## src/rtl/teq_pkg.sv

```systemverilog
// teq_pkg: shared types, widths and codes of the time ordered event queue
// used by teq_slot_ram, teq_seq and time_ordered_event_queue_top; no dependencies
package teq_pkg;

  // field widths
  localparam int unsigned TIME_W = 24;
  localparam int unsigned KIND_W = 8;
  localparam int unsigned DATA_W = 16;
  localparam int unsigned SLOT_W = TIME_W + KIND_W + 2 * DATA_W;

  // default number of event slots
  localparam int unsigned DEFAULT_DEPTH = 64;

  // action codes
  localparam logic ACT_INSERT = 1'b0;
  localparam logic ACT_REMOVE = 1'b1;

  // result status codes
  typedef enum logic [1:0] {
    STATUS_OK    = 2'd0,
    STATUS_EMPTY = 2'd1,
    STATUS_FULL  = 2'd2
  } status_e;

  // one stored event, time in the top bits
  typedef struct packed {
    logic [TIME_W-1:0] ev_time;
    logic [KIND_W-1:0] kind;
    logic [DATA_W-1:0] first;
    logic [DATA_W-1:0] second;
  } slot_t;

endpackage

```

## src/rtl/time_ordered_event_queue_top.sv

```systemverilog
// Time ordered event queue: stable sorted future-event list in a ring buffer.
// Remove from empty, insert when full and insert into an empty queue answer from idle;
// a remove reads the head slot and answers from ST_REMOVE; an insert moves later events
// up in ST_SHIFT, one slot per cycle through the single read and write port, then writes
// the new event. Busy drops so the next item is taken at the edge that takes the result.
// Reset clears the event count and pointers; the results cannot be stalled.
module time_ordered_event_queue_top #(
  parameter int unsigned QueueDepth = teq_pkg::DEFAULT_DEPTH
) (
  input  logic                       clk_i,
  input  logic                       rst_ni,
  input  logic                       start,
  output logic                       busy,
  input  logic                       action_i,
  input  logic [teq_pkg::TIME_W-1:0] event_time_i,
  input  logic [teq_pkg::KIND_W-1:0] event_kind_i,
  input  logic [teq_pkg::DATA_W-1:0] first_datum_i,
  input  logic [teq_pkg::DATA_W-1:0] second_datum_i,
  output logic                       done_o,
  output logic [1:0]                 status_o,
  output logic [teq_pkg::TIME_W-1:0] out_time_o,
  output logic [teq_pkg::KIND_W-1:0] out_kind_o,
  output logic [teq_pkg::DATA_W-1:0] out_first_o,
  output logic [teq_pkg::DATA_W-1:0] out_second_o,
  output logic                       now_empty_o
);
  import teq_pkg::*;

  localparam int unsigned AddrW = $clog2(QueueDepth);
  localparam int unsigned CntW  = $clog2(QueueDepth + 1);

  logic              mem_we, mem_re;
  logic [AddrW-1:0]  mem_waddr, mem_raddr;
  logic [SLOT_W-1:0] mem_wdata, mem_rdata;

  // sequencer
  teq_seq #(
    .Depth (QueueDepth),
    .AddrW (AddrW),
    .CntW  (CntW)
  ) u_seq (
    .clk_i          (clk_i),
    .rst_ni         (rst_ni),
    .start          (start),
    .busy           (busy),
    .action_i       (action_i),
    .event_time_i   (event_time_i),
    .event_kind_i   (event_kind_i),
    .first_datum_i  (first_datum_i),
    .second_datum_i (second_datum_i),
    .done_o         (done_o),
    .status_o       (status_o),
    .out_time_o     (out_time_o),
    .out_kind_o     (out_kind_o),
    .out_first_o    (out_first_o),
    .out_second_o   (out_second_o),
    .now_empty_o    (now_empty_o),
    .mem_we_o       (mem_we),
    .mem_waddr_o    (mem_waddr),
    .mem_wdata_o    (mem_wdata),
    .mem_re_o       (mem_re),
    .mem_raddr_o    (mem_raddr),
    .mem_rdata_i    (mem_rdata)
  );

  // event slot memory
  teq_slot_ram #(
    .Depth (QueueDepth),
    .AddrW (AddrW)
  ) u_ram (
    .clk_i   (clk_i),
    .we_i    (mem_we),
    .waddr_i (mem_waddr),
    .wdata_i (mem_wdata),
    .re_i    (mem_re),
    .raddr_i (mem_raddr),
    .rdata_o (mem_rdata)
  );

  // a full queue cannot read as empty
  assert property (@(posedge clk_i) disable iff (!rst_ni)
    done_o && (status_o == STATUS_FULL) |-> !now_empty_o)
    else $error("full result reports an empty queue");

  // a remove from an empty queue leaves it empty and returns zeros
  assert property (@(posedge clk_i) disable iff (!rst_ni)
    done_o && (status_o == STATUS_EMPTY) |-> now_empty_o && (out_time_o == '0))
    else $error("empty result with stale data");

  // a result only follows an accepted item or work in progress
  assert property (@(posedge clk_i) disable iff (!rst_ni)
    $past(rst_ni) && done_o |-> $past(start && !busy) || $past(busy))
    else $error("result strobe without an item");

endmodule

```

## src/rtl/teq_slot_ram.sv

```systemverilog
// teq_slot_ram: event slot storage, one write port and one registered read port
// depends on teq_pkg for the slot width
module teq_slot_ram #(
  parameter int unsigned Depth = teq_pkg::DEFAULT_DEPTH,
  parameter int unsigned AddrW = $clog2(Depth)
) (
  input  logic                      clk_i,
  input  logic                      we_i,
  input  logic [AddrW-1:0]          waddr_i,
  input  logic [teq_pkg::SLOT_W-1:0] wdata_i,
  input  logic                      re_i,
  input  logic [AddrW-1:0]          raddr_i,
  output logic [teq_pkg::SLOT_W-1:0] rdata_o
);
  import teq_pkg::*;

  logic [SLOT_W-1:0] mem_q [Depth];
  logic [SLOT_W-1:0] rdata_q;

  // write port
  always_ff @(posedge clk_i) begin
    if (we_i) begin
      mem_q[waddr_i] <= wdata_i;
    end
  end

  // registered read port
  always_ff @(posedge clk_i) begin
    if (re_i) begin
      rdata_q <= mem_q[raddr_i];
    end
  end

  assign rdata_o = rdata_q;

endmodule

```

## src/rtl/teq_seq.sv

```systemverilog
// teq_seq: sequencer of the event queue; ring buffer pointers, one time comparator
// and one read and one write address mapper reused for every shift step; uses teq_pkg
module teq_seq #(
  parameter int unsigned Depth = teq_pkg::DEFAULT_DEPTH,
  parameter int unsigned AddrW = $clog2(Depth),
  parameter int unsigned CntW  = $clog2(Depth + 1)
) (
  input  logic                       clk_i,
  input  logic                       rst_ni,
  input  logic                       start,
  output logic                       busy,
  input  logic                       action_i,
  input  logic [teq_pkg::TIME_W-1:0] event_time_i,
  input  logic [teq_pkg::KIND_W-1:0] event_kind_i,
  input  logic [teq_pkg::DATA_W-1:0] first_datum_i,
  input  logic [teq_pkg::DATA_W-1:0] second_datum_i,
  output logic                       done_o,
  output logic [1:0]                 status_o,
  output logic [teq_pkg::TIME_W-1:0] out_time_o,
  output logic [teq_pkg::KIND_W-1:0] out_kind_o,
  output logic [teq_pkg::DATA_W-1:0] out_first_o,
  output logic [teq_pkg::DATA_W-1:0] out_second_o,
  output logic                       now_empty_o,
  output logic                       mem_we_o,
  output logic [AddrW-1:0]           mem_waddr_o,
  output logic [teq_pkg::SLOT_W-1:0] mem_wdata_o,
  output logic                       mem_re_o,
  output logic [AddrW-1:0]           mem_raddr_o,
  input  logic [teq_pkg::SLOT_W-1:0] mem_rdata_i
);
  import teq_pkg::*;

  typedef enum logic [1:0] {
    ST_IDLE,
    ST_REMOVE,
    ST_SHIFT,
    ST_PLACE
  } state_e;

  localparam logic [AddrW:0]   DepthW    = (AddrW + 1)'(Depth);
  localparam logic [CntW-1:0]  DepthC    = CntW'(Depth);
  localparam logic [CntW-1:0]  OneC      = CntW'(1);
  localparam logic [CntW-1:0]  TwoC      = CntW'(2);
  localparam logic [AddrW-1:0] LastSlotC = AddrW'(Depth - 1);

  // logical position behind the head to physical slot, one compare and subtract
  function automatic logic [AddrW-1:0] phys_addr(input logic [AddrW-1:0] head,
                                                 input logic [CntW-1:0]  idx);
    logic [AddrW:0] sum;
    sum = {1'b0, head} + (AddrW + 1)'(idx);
    if (sum >= DepthW) begin
      sum = sum - DepthW;
    end
    return sum[AddrW-1:0];
  endfunction

  state_e           state_q, state_d;
  logic [CntW-1:0]  j_q, j_d;
  logic [CntW-1:0]  count_q, count_d;
  logic [AddrW-1:0] head_q, head_d;
  slot_t            item_q, item_d;
  logic             done_q, done_d;
  status_e          status_q, status_d;
  slot_t            res_q, res_d;
  logic             empty_q, empty_d;

  logic [CntW-1:0]  rd_idx, wr_idx;
  logic [AddrW-1:0] head_next;
  slot_t            in_slot, rd_slot;
  logic             later;

  assign in_slot = '{ev_time: event_time_i, kind: event_kind_i,
                     first: first_datum_i, second: second_datum_i};
  assign rd_slot = slot_t'(mem_rdata_i);

  // shared comparator: stored event leaves after the new one
  assign later = rd_slot.ev_time > item_q.ev_time;

  assign head_next = (head_q == LastSlotC) ? '0 : head_q + AddrW'(1);

  // sequencer next state
  always_comb begin
    state_d     = state_q;
    j_d         = j_q;
    count_d     = count_q;
    head_d      = head_q;
    item_d      = item_q;
    done_d      = 1'b0;
    status_d    = STATUS_OK;
    res_d       = '0;
    empty_d     = empty_q;
    mem_we_o    = 1'b0;
    mem_re_o    = 1'b0;
    mem_wdata_o = item_q;
    rd_idx      = '0;
    wr_idx      = j_q;
    case (state_q)
      ST_IDLE: begin
        if (start) begin
          item_d = in_slot;
          if (action_i == ACT_REMOVE) begin
            if (count_q == '0) begin
              done_d   = 1'b1;
              status_d = STATUS_EMPTY;
              empty_d  = 1'b1;
            end else begin
              mem_re_o = 1'b1;
              rd_idx   = '0;
              state_d  = ST_REMOVE;
            end
          end else if (count_q == DepthC) begin
            done_d   = 1'b1;
            status_d = STATUS_FULL;
            empty_d  = 1'b0;
          end else if (count_q == '0) begin
            mem_we_o    = 1'b1;
            wr_idx      = '0;
            mem_wdata_o = in_slot;
            count_d     = OneC;
            done_d      = 1'b1;
            empty_d     = 1'b0;
          end else begin
            mem_re_o = 1'b1;
            rd_idx   = count_q - OneC;
            j_d      = count_q;
            state_d  = ST_SHIFT;
          end
        end
      end
      ST_REMOVE: begin
        done_d  = 1'b1;
        res_d   = rd_slot;
        head_d  = head_next;
        count_d = count_q - OneC;
        empty_d = (count_q == OneC);
        state_d = ST_IDLE;
      end
      ST_SHIFT: begin
        mem_we_o = 1'b1;
        wr_idx   = j_q;
        if (later) begin
          // move the later event up one place and look at the next one down
          mem_wdata_o = mem_rdata_i;
          j_d         = j_q - OneC;
          if (j_q == OneC) begin
            state_d = ST_PLACE;
          end else begin
            mem_re_o = 1'b1;
            rd_idx   = j_q - TwoC;
          end
        end else begin
          mem_wdata_o = item_q;
          count_d     = count_q + OneC;
          done_d      = 1'b1;
          empty_d     = 1'b0;
          state_d     = ST_IDLE;
        end
      end
      ST_PLACE: begin
        mem_we_o    = 1'b1;
        wr_idx      = j_q;
        mem_wdata_o = item_q;
        count_d     = count_q + OneC;
        done_d      = 1'b1;
        empty_d     = 1'b0;
        state_d     = ST_IDLE;
      end
      default: begin
        state_d = ST_IDLE;
      end
    endcase
  end

  assign mem_waddr_o = phys_addr(head_q, wr_idx);
  assign mem_raddr_o = phys_addr(head_q, rd_idx);

  // state and result registers
  always_ff @(posedge clk_i or negedge rst_ni) begin
    if (!rst_ni) begin
      state_q  <= ST_IDLE;
      j_q      <= '0;
      count_q  <= '0;
      head_q   <= '0;
      item_q   <= '0;
      done_q   <= 1'b0;
      status_q <= STATUS_OK;
      res_q    <= '0;
      empty_q  <= 1'b1;
    end else begin
      state_q  <= state_d;
      j_q      <= j_d;
      count_q  <= count_d;
      head_q   <= head_d;
      item_q   <= item_d;
      done_q   <= done_d;
      status_q <= status_d;
      res_q    <= res_d;
      empty_q  <= empty_d;
    end
  end

  assign busy         = (state_q != ST_IDLE);
  assign done_o       = done_q;
  assign status_o     = status_q;
  assign out_time_o   = res_q.ev_time;
  assign out_kind_o   = res_q.kind;
  assign out_first_o  = res_q.first;
  assign out_second_o = res_q.second;
  assign now_empty_o  = empty_q;

endmodule
```

## config.mk

```make
export PLATFORM = sky130hd
export DESIGN_NAME = time_ordered_event_queue_top
export DESIGN_NICKNAME = d
export VERILOG_FILES = /design/src/rtl/teq_pkg.sv /design/src/rtl/time_ordered_event_queue_top.sv /design/src/rtl/teq_slot_ram.sv /design/src/rtl/teq_seq.sv
export SDC_FILE = /design/constraint.sdc
export NUM_CORES = 2
export LEC_CHECK = 0
export BUFFER_PORTS_ARGS = -buffer_cell sky130_fd_sc_hd__clkbuf_2
export CELL_PAD_IN_SITES_DETAIL_PLACEMENT = 0
export CELL_PAD_IN_SITES_GLOBAL_PLACEMENT = 2
export CORE_MARGIN = 2
export CORE_UTILIZATION = 45
export CTS_CLUSTER_DIAMETER = 60
export DETAILED_ROUTE_END_ITERATION = 16
export PLACE_DENSITY_LB_ADDON = 0.1
export RECOVER_POWER = 100
export SETUP_SLACK_MARGIN = 0.2
export SYNTH_ARGS = -nofsm -noshare
export SYNTH_HDL_FRONTEND = slang
export SYNTH_SLANG_ARGS = --single-unit
export TNS_END_PERCENT = 100
```

## constraint.sdc

```tcl
create_clock -name clk_i -period 7.7 [get_ports clk_i]
set_clock_uncertainty 0.05 [all_clocks]
set_input_delay 0.77 -clock clk_i [delete_from_list [all_inputs] [get_ports clk_i]]
set_output_delay 0.77 -clock clk_i [all_outputs]
set_load 0.02 [all_outputs]
```

# --- Word level (Yosys, flattened, before mapping) ---
# Memory sizes are Yosys's and may differ from the RTL's. A register that Yosys moved wholly into a read port is not among the register bits.
# Cells that the tools add are included.
totals:
  regBits: 154
  mem_bits_rw: 4096
  output_inout_bits: 69
  memories: 1
mem_list:
  columns: ["memory", "depth", "width", "rd", "rd_ports_with_merged_regs", "write_ports", "line_no", "text"]
  rows:
  - ["u_ram.mem_q", 64, 64, 1, 1, 1, "teq_slot_ram.sv:17", "logic [SLOT_W-1:0] mem_q [Depth];"]
op_classes:
  add_sub_neg: 9
  n_lt_le_gt_ge: 3
  eq_ne: 18
  mux: 73
  n_reduce_logical: 11
ops:
  columns: ["operator", "n"]
  rows:
  - ["two-way mux 64 bit", 6]
  - ["two-way mux 7 bit", 21]
  - ["one-hot mux 64 bit (2 select lines)", 1]
  - ["one-hot mux 7 bit (2 select lines)", 2]
  - ["one-hot mux 7 bit (4 select lines)", 1]
  - ["greater-than comparator 24 bit", 1]
  - ["two-way mux 1 bit", 23]
  - ["two-way mux 2 bit", 11]
  - ["two-way mux 6 bit", 3]
  - ["adder 6 x 7 -> 7 bit", 2]
  - ["== test 7 x 1 -> 1 bit (second input constant)", 2]
  - [">= comparator 7 bit (second input constant)", 2]
  - ["subtractor 7 x 1 -> 7 bit (second input constant)", 2]
  - ["subtractor 6 x 1 -> 6 bit (second input constant)", 2]
  - ["inequality test 2 bit (second input constant)", 5]
  - ["AND reduction 4 bit", 2]
  - ["adder 7 x 1 -> 7 bit (second input constant)", 1]
  - ["== test 7 bit (second input constant)", 1]
  - ["logical NOT 7 bit", 1]
  - ["subtractor 7 x 2 -> 7 bit (second input constant)", 1]
  - ["adder 6 x 1 -> 6 bit (second input constant)", 1]
  - ["== test 6 bit (second input constant)", 1]
  - ["inequality test 3 bit (second input constant)", 2]
  - ["one-hot mux 2 bit (3 select lines)", 1]
  - ["14 further kinds", 19]

# --- Depth between registers and ports, before layout ---
depth:
  word_depth: 9
  mapped_depth: 24

# --- Cells and area by module ---
# Synthesis repeated with hierarchy kept, for this count alone.
hier_totals:
  cells_unflattened: 7652
  area_unflattened_um2: 166059.3
by_module_without_submodules:
  columns: ["mod", "n_inst", "cells_per_inst", "area_per_inst_um2", "seq_area_each_um2"]
  rows:
  - ["teq_slot_ram", 1, 6613, 157034.4, 124919.8]
  - ["teq_seq", 1, 1039, 9024.9, 3854.9]

# --- Least setup slack after synthesis ---
# OpenSTA, ideal clock, no wires.
synth_path:
  path_type: "register -> register"
  from: "register u_seq.count_q[0]"
  to: "memory u_ram.mem_q[56][0] (netlist bit), enable pin"
  setup_time_ns: 0.487
  t_arrival_ns: 6.137
  path_slack_ns: 1.026
  path_stages_with_launch: 17
  period_less_slack_ns: 6.674
  path_cell_list: "dfrtp_1 inv_1 ha_1 nand2_1 or3_1 clkbuf_1 nor3_2 clkbuf_1 nor2_1 ha_1 a21o_1 a21oi_1 o21bai_1 a21oi_1 xor2_1 nand3_1 nor2_1"
synth_between:
  elab_chain_cells: 9
  word_cells_on_any_way: 18
synth_rtl:
  columns: ["element", "line_no", "text"]
  rows:
  - ["start: declaration", "teq_seq.sv:59", "logic [CntW-1:0] count_q, count_d;"]
  - ["start signal: assignment", "teq_seq.sv:192", "count_q <= count_d;"]
  - ["logical NOT 7 bit", "teq_seq.sv:115", "end else if (count_q == '0) begin"]
  - ["two-way mux 7 bit", "teq_seq.sv:115", null]
  - ["two-way mux 7 bit", "teq_seq.sv:111", "end else if (count_q == DepthC) begin"]
  - ["two-way mux 7 bit", "teq_seq.sv:101", "if (action_i == ACT_REMOVE) begin"]
  - ["two-way mux 7 bit", "teq_seq.sv:99", "if (start) begin"]
  - ["two-way mux 7 bit", "teq_seq.sv:97", "case (state_q)"]
  - ["adder 6 x 7 -> 7 bit", "teq_seq.sv:50", "sum = {1'b0, head} + (AddrW + 1)'(idx);"]
  - ["subtractor 6 x 1 -> 6 bit or >= comparator 7 bit (tied branches)", "teq_seq.sv:52, teq_seq.sv:51", null]
  - ["two-way mux 6 bit", "teq_seq.sv:51", "if (sum >= DepthW) begin"]
  - ["end: declaration", "teq_slot_ram.sv:17", null]
# Parallel ways exist; a longest one is shown, timed or not.

# --- Final worst setup path ---
layout_path:
  from: "register u_ram.rdata_q[44], in the netlist u_ram.rdata_o[44] (read register of u_ram.mem_q)"
  to: "register u_ram.rdata_q[18], in the netlist u_ram.rdata_o[18] (read register of u_ram.mem_q) (data pin)"
layout_between:
  elab_chain_cells: 6
  word_cells_on_any_way: 9
layout_rtl:
  columns: ["element", "line_no", "text"]
  rows:
  - ["start: declaration", "teq_slot_ram.sv:18", "logic [SLOT_W-1:0] rdata_q;"]
  - ["greater-than comparator 24 bit *", "teq_seq.sv:77", "assign later = rd_slot.ev_time > item_q.ev_time;"]
  - ["two-way mux 7 bit", "teq_seq.sv:141", "if (later) begin"]
  - ["one-hot mux 7 bit (2 select lines)", "teq_seq.sv:97", null]
  - ["adder 6 x 7 -> 7 bit", "teq_seq.sv:50", null]
  - ["subtractor 6 x 1 -> 6 bit or >= comparator 7 bit (tied branches)", "teq_seq.sv:52, teq_seq.sv:51", null]
  - ["two-way mux 6 bit", "teq_seq.sv:51", null]
# Every way passes the cells marked *; elsewhere a longest branch is shown, timed or not.
# A chain may end at the register's enable or synchronous reset.

==> results.txt <==
leading cell types in the layout, fill and taps excluded: 4,160 x sky130_fd_sc_hd__edfxtp_1, 1,277 x sky130_fd_sc_hd__mux4_2, 476 x sky130_fd_sc_hd__clkbuf_16
maximum vdd ir drop: 0.8632 mV
number of storage elements in the synthesis netlist: 4,314
crit start category: flip-flop
net switching power: 32,460 µW
Via Count: 81,020
overall die width: 610.0 µm
setup repair after global routing missed its margin: false
fraction of power consumed by combinational cells: 41.3%
mean area per synthesized cell: 23.22 µm²
Final Max Slew Viols: 3,303
synth unique cells: 51
vias in the first global route: 82,126
CTS max path bufs: 4
Synth top area share: 75.60%
root buffer cell: sky130_fd_sc_hd__clkbuf_16
clock group share of total power: 23.1%
worst slack at placement: 0.6130 ns
Seq/Total Area, Yosys: 77.94%
initial cell density of the core: 45.20%
Critical Path End Type: flip-flop
required time at the worst-slack endpoint: 8.31 ns
clock buffers created by TritonCTS: 468
setup repair bufs after CTS: 0
primary flip-flop cell chosen by synthesis mapping: sky130_fd_sc_hd__edfxtp_1
count of synthesis-stage warnings from yosys: 0
setup TNS: 0 ns
Remaining Overflow, GRT: 0
final worst slack: 0.3726 ns
First DRT Iteration DRCs: 10,186
data arrival at the endpoint of the critical path: 7.94 ns
Worst-Margin Slew: 5.174 ns
CTS H-Tree Depth: 5
wire length of the first global-routing pass: 685.2 mm
Rows: 222
outcome: finished with violations
clock latency on the worst-skew pair: 1.00 ns
CTS tree: yes
initial antenna violation count: 18
maximum number of pins on one net before global-route repair: 127
cell area after synthesis: 165,200 µm²
chip height: 610.0 µm
Hold WC Path Type: input pin to flip-flop
fraction of power spent switching nets: 34.27%
ANT nets after route: 0
post-synthesis net count: 7,228
via/cell ratio: 6.238
global-route usage over all layers: 26.80%
number of flops mapped to enable cells by yosys: 4,160
worst max-slew margin expressed relative to the limit: -244.9%
most common cell after layout, fill and taps aside: sky130_fd_sc_hd__edfxtp_1
kind of critical path: flip-flop to flip-flop
final worst path period share: 95.16%
layout-stage area growth over the synthesis result: 14.69%
routability cong.: 0.7628
violations in the final reports: capacitance limit, slew limit
area of the placeable core: 365,500 µm²
area of the die: 372,000 µm²
largest cells by area after synthesis: sky130_fd_sc_hd__edfxtp_1 76%, sky130_fd_sc_hd__mux4_2 17%, sky130_fd_sc_hd__dfrtp_1 2.3%
final critical-path required period: 7.327 ns
CTS Sinks: 4,314
count of input and output buffers: 136
number of max-cap violations: 106
detailed-route DRC error count: 0
number of ports placed on the die boundary: 137
Final Hold Viols: 0
wire length reported by the detailed router: 500.5 mm
maximum operating frequency: 0.1365 GHz
sequential group share of total power: 35.6%
final number of setup-violating endpoints: 0
async set-reset flop share out of synthesis: 3.570%
nets: 7,874
synthesized instance count: 7,116
Max FO, Critical Path: 26
average wire length per cell after detail routing: 38.53 µm
clock transition time at the flip-flop clock pins of the worst setup and hold paths: 0.06 ns
Internal Power: 62,240 µW
leakage component of the power: 0.06017 µW
power density cells: 499.7 nW/µm²
hpwl dp: 259.1 mm
number of detailed-route iterations in the first pass: 6
cell taking the most area after synthesis: sky130_fd_sc_hd__edfxtp_1
share of cells above drive strength 1: 29.31%
overall power consumption: 94,690 µW
fillcell total: 28,746
==> synth_stat cells (7+ instances only) <==
cell type,instances
sky130_fd_sc_hd__nor2_1,93
sky130_fd_sc_hd__ha_1,42
sky130_fd_sc_hd__buf_4,14
sky130_fd_sc_hd__a311oi_1,64
sky130_fd_sc_hd__mux4_2,1277
sky130_fd_sc_hd__a21oi_1,31
sky130_fd_sc_hd__clkbuf_1,285
sky130_fd_sc_hd__xnor2_1,15
sky130_fd_sc_hd__inv_1,44
sky130_fd_sc_hd__a22oi_1,64
sky130_fd_sc_hd__buf_1,72
sky130_fd_sc_hd__xor2_1,11
sky130_fd_sc_hd__nand3_1,16
sky130_fd_sc_hd__a21o_1,7
sky130_fd_sc_hd__buf_2,15
sky130_fd_sc_hd__edfxtp_1,4160
sky130_fd_sc_hd__nor2b_1,11
sky130_fd_sc_hd__dfrtp_1,153
sky130_fd_sc_hd__and2_1,64
sky130_fd_sc_hd__o21ai_0,67
sky130_fd_sc_hd__nand2_1,413
sky130_fd_sc_hd__nor3_1,132
sky130_fd_sc_hd__o22ai_1,7
==> cell type report <==
cell class,count,area (µm²),share of cell area [%]
Antenna cell,20,50.05,0.02641
Sequential cell,4314,128800,67.96
Clock buffer,572,12300,6.492
Inverter,44,165.2,0.08715
Tap cell,4816,6026,3.180
Multi-Input combinational cell,2372,35160,18.55
Clock inverter,289,2546,1.344
Timing Repair Buffer,562,4477,2.362
==> registers in the layout, indices dropped and copies added (netlist names) <==
| register | cells |
|---|---|
| u_seq.count_q | 7 |
| u_seq.done_o | 1 |
| u_seq.head_q | 6 |
| u_seq.out_second_o | 16 |
| u_seq.out_first_o | 16 |
| u_seq.now_empty_o | 1 |
| u_seq.item_q | 64 |
| u_seq.out_time_o | 24 |
| u_seq.status_o | 2 |
| u_seq.j_q | 7 |
| u_seq.state_q | 2 |
| u_seq.out_kind_o | 8 |
| u_ram.mem_q | 4096 |
| u_ram.rdata_o | 64 |
==> power by group through the flow <==
stage	combinational (µW)	sequential, µW	clock, µW
floorplan	25800	34100	0
global placement	39700	33900	0
detailed placement	40100	34000	0
CTS	40200	33500	22200
global route	41600	33800	23100
finish	39100	33700	21900
==> what timing repair did <==
item	in CTS	in global routing
setup endpoints to repair	0	1
gates resized for setup	0	1
hold buffers	64	0
endpoints found under the hold margin	128	0
==> path summary, 6_finish.rpt <==
path / slack [ns] / end / start / cells past startpoint
worst max-delay path: 0.37 / u_ram.rdata_o[18] / u_ram.rdata_o[44] / 17
worst min-delay path: 0.04 / u_seq.item_q[2] / second_datum_i[2] / 3
worst max register to register: 0.37 / u_ram.rdata_o[18] / u_ram.rdata_o[44] / 17
worst min register to register: 0.43 / u_seq.item_q[37] / u_seq.item_q[37] / 2
max in group asynchronous: 2.47 / u_seq.item_q[25] / rst_ni / 2
min in group asynchronous: 2.10 / u_seq.out_second_o[3] / rst_ni / 2
==> cell families after synthesis <==
family	share of synthesized area [%]
simple gates	1.984
flops	77.94
xor+xnor	0.1477
compound gates	1.100
buf+inv	1.020
mux	17.47
fa+ha+maj	0.3423
==> per-layer routing <==
metal	GRT usage, %	share of wire, %	up-vias
li1	-	-	31620
met1	37.90	41	45410
met2	44.61	49	3292
met3	3.122	6.5	696
met4	7.092	3.0	2
met5	0	0.0026	-
==> stage by stage <==
stage               cells  utilization [%]  area, µm²  hold WS (ns)
floorplan            7116                -     165200        0.3955
global placement    12043            48.07     175700        0.4073
detailed placement  12043            48.07     175700        0.4122
CTS                 12968            52.31     191200      0.002952
global route        12984            51.84     189500       0.05369
finish              12989            51.84     189500       0.04123
==> critical path: stages (launching register included) <==
cell,delay (ns)
sky130_fd_sc_hd__edfxtp_1,0.66
sky130_fd_sc_hd__ha_1,0.41
sky130_fd_sc_hd__nand4_1,0.24
sky130_fd_sc_hd__a21o_1,0.27
sky130_fd_sc_hd__a21oi_1,0.20
sky130_fd_sc_hd__o2111a_1,0.41
sky130_fd_sc_hd__nand2_1,0.23
sky130_fd_sc_hd__o22ai_1,0.30
sky130_fd_sc_hd__ha_4,0.18
sky130_fd_sc_hd__inv_1,0.05
sky130_fd_sc_hd__fa_4,1.08
sky130_fd_sc_hd__buf_12,0.22
sky130_fd_sc_hd__buf_12,0.21
sky130_fd_sc_hd__clkbuf_1,1.05
sky130_fd_sc_hd__mux4_2,0.42
sky130_fd_sc_hd__mux4_2,0.47
sky130_fd_sc_hd__nor3_1,0.33
sky130_fd_sc_hd__a311oi_1,0.10
Note: power is estimated with default switching activity, not from simulation.
